<file path="config.mk">
export PLATFORM = sky130hd
export DESIGN_NAME = string_hash_bucket_histogram
export DESIGN_NICKNAME = d
export VERILOG_FILES = /design/src/rtl/shbh_pkg.sv /design/src/rtl/shbh_mod_unit.sv /design/src/rtl/string_hash_bucket_histogram.sv
export SDC_FILE = /design/constraint.sdc
export NUM_CORES = 2
export LEC_CHECK = 0
export BUFFER_PORTS_ARGS = -buffer_cell sky130_fd_sc_hd__buf_2
export CORE_MARGIN = 8
export CORE_UTILIZATION = 58
export DETAILED_ROUTE_END_ITERATION = 10
export PLACE_DENSITY = 0.76
export SLEW_MARGIN = 20
export SYNTH_ARGS = -nofsm -noshare
export SYNTH_HDL_FRONTEND = slang
export SYNTH_SLANG_ARGS = --single-unit
</file>
<file path="constraint.sdc">
create_clock -name clock -period 11.65 [get_ports clock]
set_clock_uncertainty 0.2 [all_clocks]
set_input_delay 1.165 -clock clock [delete_from_list [all_inputs] [get_ports clock]]
set_output_delay 1.165 -clock clock [all_outputs]
set_load 0.005 [all_outputs]
</file>
<file path="src/rtl/shbh_pkg.sv">
// Shared constants and opcodes for the string hash bucket histogram.
package shbh_pkg;

   localparam int HASH_BITS       = 32;
   localparam int HASH_MULT       = 31;
   localparam int BUCKET_BITS     = 6;
   localparam int COST_BITS       = 53;
   localparam int BUCKETS_DEF     = 20;
   localparam int COUNT_BITS_DEF  = 24;

   localparam logic [1:0] OP_INSERT = 2'd0;
   localparam logic [1:0] OP_DELETE = 2'd1;
   localparam logic [1:0] OP_FIND   = 2'd2;
   localparam logic [1:0] OP_REPORT = 2'd3;

endpackage

</file>
<file path="src/rtl/shbh_mod_unit.sv">
// Reduction of a 32-bit hash modulo the bucket count by reciprocal multiplication.
module shbh_mod_unit
   import shbh_pkg::*;
#(
   parameter int BUCKETS = BUCKETS_DEF,
   localparam int AW = $clog2(BUCKETS)
) (
   input  logic                 clock,
   input  logic                 reset,
   input  logic                 start,
   input  logic [HASH_BITS-1:0] key_hash,
   output logic                 done,
   output logic [AW-1:0]        rem
);

   // q = floor(h * RECIP / 2^SH) is exact for every 32-bit h with RECIP = ceil(2^SH / BUCKETS)
   localparam int SH = HASH_BITS + AW;
   localparam int RW = HASH_BITS + 1;
   localparam int PW = HASH_BITS + RW;
   localparam logic [63:0]   RECIP_WIDE =
      ((64'd1 << SH) + 64'(BUCKETS) - 64'd1) / 64'(BUCKETS);
   localparam logic [RW-1:0] RECIP  = RECIP_WIDE[RW-1:0];
   localparam logic [AW-1:0] DIV_LO = AW'(BUCKETS);

   logic [HASH_BITS-1:0] hash_ff;
   logic [AW-1:0]        quot_lo_ff, quot_lo_in;
   logic [AW-1:0]        rem_ff, rem_in;
   logic [PW-1:0]        prod;
   logic [2*AW-1:0]      back;
   logic                 stage1_ff;
   logic                 stage2_ff;
   logic                 done_ff;

   assign prod       = PW'(hash_ff) * PW'(RECIP);
   assign quot_lo_in = prod[SH +: AW];

   // remainder is below BUCKETS, so only its low AW bits need computing
   assign back   = {{AW{1'b0}}, quot_lo_ff} * {{AW{1'b0}}, DIV_LO};
   assign rem_in = hash_ff[AW-1:0] - back[AW-1:0];

   always_ff @(posedge clock) begin
      if (reset) begin
         stage1_ff <= 1'b0;
         stage2_ff <= 1'b0;
         done_ff   <= 1'b0;
      end else begin
         stage1_ff <= start;
         stage2_ff <= stage1_ff;
         done_ff   <= stage2_ff;
      end
   end

   always_ff @(posedge clock) begin
      if (start) begin
         hash_ff <= key_hash;
      end
      if (stage1_ff) begin
         quot_lo_ff <= quot_lo_in;
      end
      if (stage2_ff) begin
         rem_ff <= rem_in;
      end
   end

   assign done = done_ff;
   assign rem  = rem_ff;

endmodule

</file>
<file path="src/rtl/string_hash_bucket_histogram.sv">
// Top level: key hashing, per-bucket counter memory and report walk.
//
// Key bytes arrive on req_ with opcode in req_tuser and the final byte marked by req_tlast;
// each byte is folded into hash = hash*31 + byte. The final byte of a key starts the
// modulo unit (capture, reciprocal multiply, remainder), then the bucket's counters are read
// from memory, written back and the answer loaded; req_tready stays low until the answer is
// loaded. A report command walks the counter memory bucket by bucket (read, multiply by
// count+1 and halve, accumulate), and req_tready stays low until the last row is loaded.
// Both the key update and each report row wait while rsp_tready holds the output
// register. The counter memory needs no clearing pass: a per-bucket valid bit cleared by
// reset makes an untouched bucket read as zero.
module string_hash_bucket_histogram
   import shbh_pkg::*;
#(
   parameter int BUCKETS    = BUCKETS_DEF,
   parameter int COUNT_BITS = COUNT_BITS_DEF,
   localparam int RSP_FIELD_BITS = BUCKET_BITS + 5*COUNT_BITS + 1 + COST_BITS,
   localparam int RSP_DATA_BITS  = ((RSP_FIELD_BITS + 7) / 8) * 8
) (
   input  logic                     clock,
   input  logic                     reset,
   input  logic                     req_tvalid,
   output logic                     req_tready,
   input  logic [7:0]               req_tdata,   // key_byte
   input  logic [1:0]               req_tuser,   // opcode
   input  logic                     req_tlast,   // key_end
   output logic                     rsp_tvalid,
   input  logic                     rsp_tready,
   // bucket, insert_count, live_count, all_inserts, max_inserts, min_inserts,
   // comparison_cost, zero pad
   output logic [RSP_DATA_BITS-1:0] rsp_tdata,
   output logic                     rsp_tuser,   // is_report
   output logic                     rsp_tlast    // last_row
);

   localparam int AW     = $clog2(BUCKETS);
   localparam int CB     = COUNT_BITS;
   localparam int PW     = 2*CB;
   localparam int TERM_W = PW - 1;
   localparam int SUM_W  = ((COST_BITS > TERM_W) ? COST_BITS : TERM_W) + 1;

   localparam int OFF_INS   = BUCKET_BITS;
   localparam int OFF_LIVE  = OFF_INS + CB;
   localparam int OFF_TOTAL = OFF_LIVE + CB + 1;
   localparam int OFF_MAX   = OFF_TOTAL + CB;
   localparam int OFF_MIN   = OFF_MAX + CB;
   localparam int OFF_COST  = OFF_MIN + CB;

   localparam logic [CB-1:0]        CNT_MAX  = '1;
   localparam logic signed [CB:0]   LIVE_MAX = {1'b0, {CB{1'b1}}};
   localparam logic signed [CB:0]   LIVE_MIN = {1'b1, {CB{1'b0}}};
   localparam logic [COST_BITS-1:0] COST_MAX = '1;
   localparam logic [AW-1:0]        LAST_ROW = AW'(BUCKETS-1);

   localparam logic [2:0] S_IDLE  = 3'd0;
   localparam logic [2:0] S_MODW  = 3'd1;
   localparam logic [2:0] S_KUPD  = 3'd2;
   localparam logic [2:0] S_RRD   = 3'd3;
   localparam logic [2:0] S_RMUL  = 3'd4;
   localparam logic [2:0] S_REMIT = 3'd5;

   typedef struct packed {
      logic [CB-1:0]      ins;
      logic signed [CB:0] live;
   } entry_type;

   // counter memory, one entry per bucket
   entry_type       mem [BUCKETS];
   entry_type       rd_data_ff;
   logic            rd_valid_ff;
   logic [BUCKETS-1:0] valid_ff;
   logic            rd_en;
   logic [AW-1:0]   rd_addr;
   logic            mem_we;
   entry_type       wr_entry;
   entry_type       cur_entry;

   logic [2:0]           state_ff, state_in;
   logic [HASH_BITS-1:0] hash_ff, hash_in, hash_next;
   logic [1:0]           op_ff, op_in;
   logic [AW-1:0]        bucket_ff, bucket_in;
   logic [AW-1:0]        row_ff, row_in;
   logic [CB-1:0]        total_ff, total_in;
   logic [CB-1:0]        max_ff, max_in;
   logic [CB-1:0]        min_ff, min_in;
   logic [COST_BITS-1:0] cost_ff, cost_in;
   logic [TERM_W-1:0]    term_ff, term_in;

   logic                   out_valid_ff, out_valid_in;
   logic                   out_report_ff, out_report_in;
   logic [BUCKET_BITS-1:0] out_bucket_ff, out_bucket_in;
   logic [CB-1:0]          out_ins_ff, out_ins_in;
   logic [CB:0]            out_live_ff, out_live_in;
   logic [CB-1:0]          out_total_ff, out_total_in;
   logic [CB-1:0]          out_max_ff, out_max_in;
   logic [CB-1:0]          out_min_ff, out_min_in;
   logic [COST_BITS-1:0]   out_cost_ff, out_cost_in;
   logic                   out_last_ff, out_last_in;

   logic                 accept;
   logic                 out_free;
   logic                 mod_start;
   logic                 mod_done;
   logic [AW-1:0]        mod_rem;
   logic [CB-1:0]        ins_new;
   logic signed [CB:0]   live_new;
   logic [CB-1:0]        total_new;
   logic [PW-1:0]        prod;
   logic [SUM_W-1:0]     cost_sum;
   logic [COST_BITS-1:0] cost_sat;
   logic [CB-1:0]        max_row, min_row;

   shbh_mod_unit #(
      .BUCKETS (BUCKETS)
   ) u_mod (
      .clock    (clock),
      .reset    (reset),
      .start    (mod_start),
      .key_hash (hash_next),
      .done     (mod_done),
      .rem      (mod_rem)
   );

   assign req_tready = (state_ff == S_IDLE);
   assign accept     = req_tvalid && req_tready;
   assign out_free   = !out_valid_ff || rsp_tready;
   assign hash_next  = HASH_BITS'(hash_ff * HASH_BITS'(HASH_MULT)) + HASH_BITS'(req_tdata);
   assign cur_entry  = rd_valid_ff ? rd_data_ff : '0;

   // read-modify-write of one bucket for a finished key
   always_comb begin
      ins_new   = cur_entry.ins;
      live_new  = cur_entry.live;
      total_new = total_ff;
      if (op_ff == OP_INSERT) begin
         if (cur_entry.ins != CNT_MAX) begin
            ins_new = cur_entry.ins + 1'b1;
         end
         if (cur_entry.live != LIVE_MAX) begin
            live_new = cur_entry.live + 1'b1;
         end
         if (total_ff != CNT_MAX) begin
            total_new = total_ff + 1'b1;
         end
      end else if (op_ff == OP_DELETE) begin
         if (cur_entry.live != LIVE_MIN) begin
            live_new = cur_entry.live - 1'b1;
         end
      end
   end

   assign mem_we        = (state_ff == S_KUPD) && out_free && (op_ff != OP_FIND);
   assign wr_entry.ins  = ins_new;
   assign wr_entry.live = live_new;

   assign rd_en   = ((state_ff == S_MODW) && mod_done) || (state_ff == S_RRD);
   assign rd_addr = (state_ff == S_RRD) ? row_ff : mod_rem;

   // report row arithmetic
   assign prod     = PW'(cur_entry.ins) * PW'({1'b0, cur_entry.ins} + 1'b1);
   assign cost_sum = SUM_W'(cost_ff) + SUM_W'(term_ff);
   assign cost_sat = (cost_sum > SUM_W'(COST_MAX)) ? COST_MAX : cost_sum[COST_BITS-1:0];
   assign max_row  = (cur_entry.ins > max_ff) ? cur_entry.ins : max_ff;
   assign min_row  = ((row_ff == '0) || (cur_entry.ins < min_ff)) ? cur_entry.ins : min_ff;

   always_comb begin
      state_in      = state_ff;
      hash_in       = hash_ff;
      op_in         = op_ff;
      bucket_in     = bucket_ff;
      row_in        = row_ff;
      total_in      = total_ff;
      max_in        = max_ff;
      min_in        = min_ff;
      cost_in       = cost_ff;
      term_in       = term_ff;
      mod_start     = 1'b0;
      out_valid_in  = out_valid_ff && !rsp_tready;
      out_report_in = out_report_ff;
      out_bucket_in = out_bucket_ff;
      out_ins_in    = out_ins_ff;
      out_live_in   = out_live_ff;
      out_total_in  = out_total_ff;
      out_max_in    = out_max_ff;
      out_min_in    = out_min_ff;
      out_cost_in   = out_cost_ff;
      out_last_in   = out_last_ff;

      unique case (state_ff)
         S_IDLE: begin
            if (accept) begin
               if (req_tuser == OP_REPORT) begin
                  row_in   = '0;
                  max_in   = '0;
                  cost_in  = '0;
                  state_in = S_RRD;
               end else if (req_tlast) begin
                  op_in     = req_tuser;
                  hash_in   = '0;
                  mod_start = 1'b1;
                  state_in  = S_MODW;
               end else begin
                  hash_in = hash_next;
               end
            end
         end
         S_MODW: begin
            if (mod_done) begin
               bucket_in = mod_rem;
               state_in  = S_KUPD;
            end
         end
         S_KUPD: begin
            if (out_free) begin
               total_in      = total_new;
               out_valid_in  = 1'b1;
               out_report_in = 1'b0;
               out_bucket_in = BUCKET_BITS'(bucket_ff);
               out_ins_in    = ins_new;
               out_live_in   = live_new;
               out_total_in  = total_new;
               out_max_in    = '0;
               out_min_in    = '0;
               out_cost_in   = '0;
               out_last_in   = 1'b1;
               state_in      = S_IDLE;
            end
         end
         S_RRD: begin
            state_in = S_RMUL;
         end
         S_RMUL: begin
            term_in  = prod[PW-1:1];
            state_in = S_REMIT;
         end
         S_REMIT: begin
            if (out_free) begin
               max_in        = max_row;
               min_in        = min_row;
               cost_in       = cost_sat;
               out_valid_in  = 1'b1;
               out_report_in = 1'b1;
               out_bucket_in = BUCKET_BITS'(row_ff);
               out_ins_in    = cur_entry.ins;
               out_live_in   = cur_entry.live;
               out_total_in  = total_ff;
               out_max_in    = max_row;
               out_min_in    = min_row;
               out_cost_in   = cost_sat;
               out_last_in   = (row_ff == LAST_ROW);
               if (row_ff == LAST_ROW) begin
                  state_in = S_IDLE;
               end else begin
                  row_in   = row_ff + 1'b1;
                  state_in = S_RRD;
               end
            end
         end
         default: begin
            state_in = S_IDLE;
         end
      endcase
   end

   always_ff @(posedge clock) begin
      if (reset) begin
         state_ff     <= S_IDLE;
         hash_ff      <= '0;
         total_ff     <= '0;
         valid_ff     <= '0;
         out_valid_ff <= 1'b0;
      end else begin
         state_ff     <= state_in;
         hash_ff      <= hash_in;
         total_ff     <= total_in;
         out_valid_ff <= out_valid_in;
         if (mem_we) begin
            valid_ff[bucket_ff] <= 1'b1;
         end
      end
   end

   always_ff @(posedge clock) begin
      op_ff         <= op_in;
      bucket_ff     <= bucket_in;
      row_ff        <= row_in;
      max_ff        <= max_in;
      min_ff        <= min_in;
      cost_ff       <= cost_in;
      term_ff       <= term_in;
      out_report_ff <= out_report_in;
      out_bucket_ff <= out_bucket_in;
      out_ins_ff    <= out_ins_in;
      out_live_ff   <= out_live_in;
      out_total_ff  <= out_total_in;
      out_max_ff    <= out_max_in;
      out_min_ff    <= out_min_in;
      out_cost_ff   <= out_cost_in;
      out_last_ff   <= out_last_in;
   end

   always_ff @(posedge clock) begin
      if (mem_we) begin
         mem[bucket_ff] <= wr_entry;
      end
      if (rd_en) begin
         rd_data_ff  <= mem[rd_addr];
         rd_valid_ff <= valid_ff[rd_addr];
      end
   end

   always_comb begin
      rsp_tdata                          = '0;
      rsp_tdata[BUCKET_BITS-1:0]         = out_bucket_ff;
      rsp_tdata[OFF_INS +: CB]           = out_ins_ff;
      rsp_tdata[OFF_LIVE +: CB+1]        = out_live_ff;
      rsp_tdata[OFF_TOTAL +: CB]         = out_total_ff;
      rsp_tdata[OFF_MAX +: CB]           = out_max_ff;
      rsp_tdata[OFF_MIN +: CB]           = out_min_ff;
      rsp_tdata[OFF_COST +: COST_BITS]   = out_cost_ff;
   end

   assign rsp_tvalid = out_valid_ff;
   assign rsp_tuser  = out_report_ff;
   assign rsp_tlast  = out_last_ff;

endmodule
</file>
==> out/results.tsv <==
stage	metric	value	unit
outcome	outcome	finished clean	
setup_path	end_kind	flip-flop	
setup_path	worst-setup-path-type	flip-flop to flip-flop	
synthesis	ys_seq_area_share	45.5	%
route	post_drt_wl_per_cell	23.7	um
clock_tree	cts_tree	yes	
layout	drive_above_1_share	7.88	%
setup_path	critPathMaxFanout	23	
route	dr.pass1.iters	6	
timing	rsz0062_at_grt	false	
clock_tree	numCtsBuffers	153	
global_routing	grtUsageTotal	29.0	%
clock_tree	hold_buffers	0	
clock_tree	htree_levels	4	
timing	post-route-period-util	89.8	%
setup_path	critPathLaunchType	flip-flop	
layout	final_cells	11180	
global_routing	grt_antenna_before_repair	5	
route	via_per_inst	5.92	
layout	final_common_cell	edfxtp_1	
synthesis	avgSynthCellArea	11.1	um2
timing	worst_slack	1.19	ns
layout	synthToLayoutAreaGrowth	9.05	%
synthesis	synth_ff_type	edfxtp_1	
layout	n_fill_cell	12720	
timing	min_period	10.46	ns
clock_tree	root_buffer	clkbuf_16	
layout	seqCellArea	0.0440	mm2
synthesis	synth_edf_count	1411	
setup_path	critPathTopFamily	adder cells	
floorplan	rows	150	
layout	fin_nets	10278	
setup_path	cp_num_buf_inv	8	
flow_run	maxCapViolCount	0	
timing	setup_tns	0	ns
synthesis	synth_top_area_share	43.8	%
placement	dp_cells	10895	
timing	worstMarginPinSlew	1.26	ns
clock_tree	cts_resized	0	
placement	io_buffers	197	
clock_tree	clock_path_buffers	3	
floorplan	design.die.area	0.180	mm2
global_routing	grt_pass1_vias	67508	
synthesis	yosys-top-cells-area	edfxtp_1, fa_1, ha_1, inv_1, nand2_1	
route	vias	66227	
timing	max_clock_freq	95.6	MHz
timing	setup_viol	0	
setup_path	crit_slowest_cell	edfxtp_1	
route	routed_wl	265	mm
worst_hold_path	hp-class	flip-flop to flip-flop	
clock_tree	clock_latency	0.82	ns
global_routing	grt_max_degree	186	
global_routing	grt_pass1_wl	401	mm
clock_tree	cts.sinks	1494	
setup_path	arrival	10.79	ns
route	antenna_left	0	
synthesis	ys_seq_elements	1494	
layout	multi_input_area	0.0464	mm2
layout	final_cell_mix	edfxtp_1, inv_1, nand2_1, fa_1, nor2_1	
floorplan	die_h	424	um
placement	gp_congestion	0.953	
synthesis	syn-cell-area	0.0967	mm2
floorplan	ios	203	
placement	place_ws	1.33	ns
floorplan	start_util	58.1	%
timing	slew_headroom	14.8	%
timing	slew_violations	0	
clock_tree	clk_pin_slew	0.06	ns
synthesis	synthDistinctLibCells	81	
floorplan	coreArea	0.166	mm2
timing	hold_viol	0	
setup_path	slowest_delay	0.88	ns
global_routing	grt_overflow	0	
setup_path	crit_required	11.98	ns
synthesis	yosys.area.top_type	edfxtp_1	
synthesis	synth_warnings	0	
synthesis	async_flop_share	0	%
route	drcViolationCount	0	
clock_tree	cts_setup_buffers	0	
floorplan	fp.dieW	424	um
synthesis	syn-instance-count	8732	
route	drtIter0Drc	7111	
placement	hpwl	176	mm
==> state kept, by name, summed over array words and instances (netlist names), 25 cells and up <==
| register | cells |
|---|---|
| rd_data_ff | 49 |
| u_mod.hash_ff | 32 |
| hash_ff | 32 |
| cost_ff | 53 |
| out_cost_ff | 53 |
| out_live_ff | 25 |
| mem | 980 |
| term_ff | 47 |
==> layer usage <==
| layer | vias to the layer above | share of wire, % | global-route usage (%) |
|---|---|---|---|
| li1 | 29312 | - | - |
| met1 | 32819 | 38 | 37.9 |
| met2 | 3342 | 47 | 46.8 |
| met3 | 750 | 9.5 | 5.77 |
| met4 | 4 | 5.6 | 14.1 |
| met5 | - | 0.010 | 0 |
==> worst reg2reg max path, delay by kind of cell, from the launching register on <==
kind	cells	cell delay (ns)
AND/OR/NAND/NOR	11	1.65
XOR/XNOR	1	0.13
buffers and inverters	8	0.78
flip-flops	1	0.88
adder cells (fa/ha/maj)	10	4.83
AO/OA/AOI/OAI	6	1.72
==> cells in the mapped netlist (26+ instances only) <==
| library cell | count |
|---|---|
| a211oi_1 | 70 |
| mux2i_1 | 49 |
| ha_1 | 548 |
| nor3_1 | 33 |
| nand2_1 | 1273 |
| and2_1 | 44 |
| o21ai_0 | 159 |
| a22oi_1 | 29 |
| fa_1 | 869 |
| a311oi_1 | 153 |
| a31o_2 | 52 |
| dfxtp_1 | 83 |
| o21a_1 | 26 |
| xnor2_1 | 139 |
| a21o_1 | 89 |
| buf_1 | 31 |
| nand2b_1 | 235 |
| inv_1 | 1342 |
| nand4_1 | 37 |
| edfxtp_1 | 1411 |
| a31oi_1 | 75 |
| nor2_1 | 581 |
| xor2_1 | 94 |
| clkbuf_1 | 343 |
| a21oi_1 | 218 |
| nand3_1 | 377 |
| and3_1 | 129 |
==> cell type report <==
class / count / share of cell area [%]
flip-flops and latches: 1494 / 41.8
clock buffers: 187 / 3.89
well taps: 2204 / 2.62
inverters: 1347 / 4.80
diodes: 1 / 0.00237
repair buffers: 357 / 2.15
clock inverters: 97 / 0.832
multi-input cells: 5493 / 44.0
==> through the flow <==
step	util [%]	hold WS (ns)	cell area, um2
global route	63.3	0.304	105000
finish	63.3	0.272	105000
global placement	60.3	0.249	100000
CTS	63.3	0.271	105000
floorplan	-	0.220	96700
detailed placement	60.3	0.246	100000
==> worst paths after layout <==
path,start,end,slack [ns],cells past startpoint
max,rd_valid_ff,term_ff[45],1.19,36
min,valid_ff[15],valid_ff[15],0.27,2
max reg2reg,rd_valid_ff,term_ff[45],1.19,36
min reg2reg,valid_ff[15],valid_ff[15],0.27,2
==> kinds of logic after synthesis <==
logic type      share of synthesized area (%)
compound gates                           6.87
xor+xnor                                 2.11
fa+ha+maj                                25.1
buf+inv                                  6.90
flops                                    45.5
mux                                     0.542
other cells                           0.00388
simple gates                             13.0
Power is left out: the tool's default activity adds up to more than one toggle a clock period on the data nets, which glitch-free logic cannot reach.
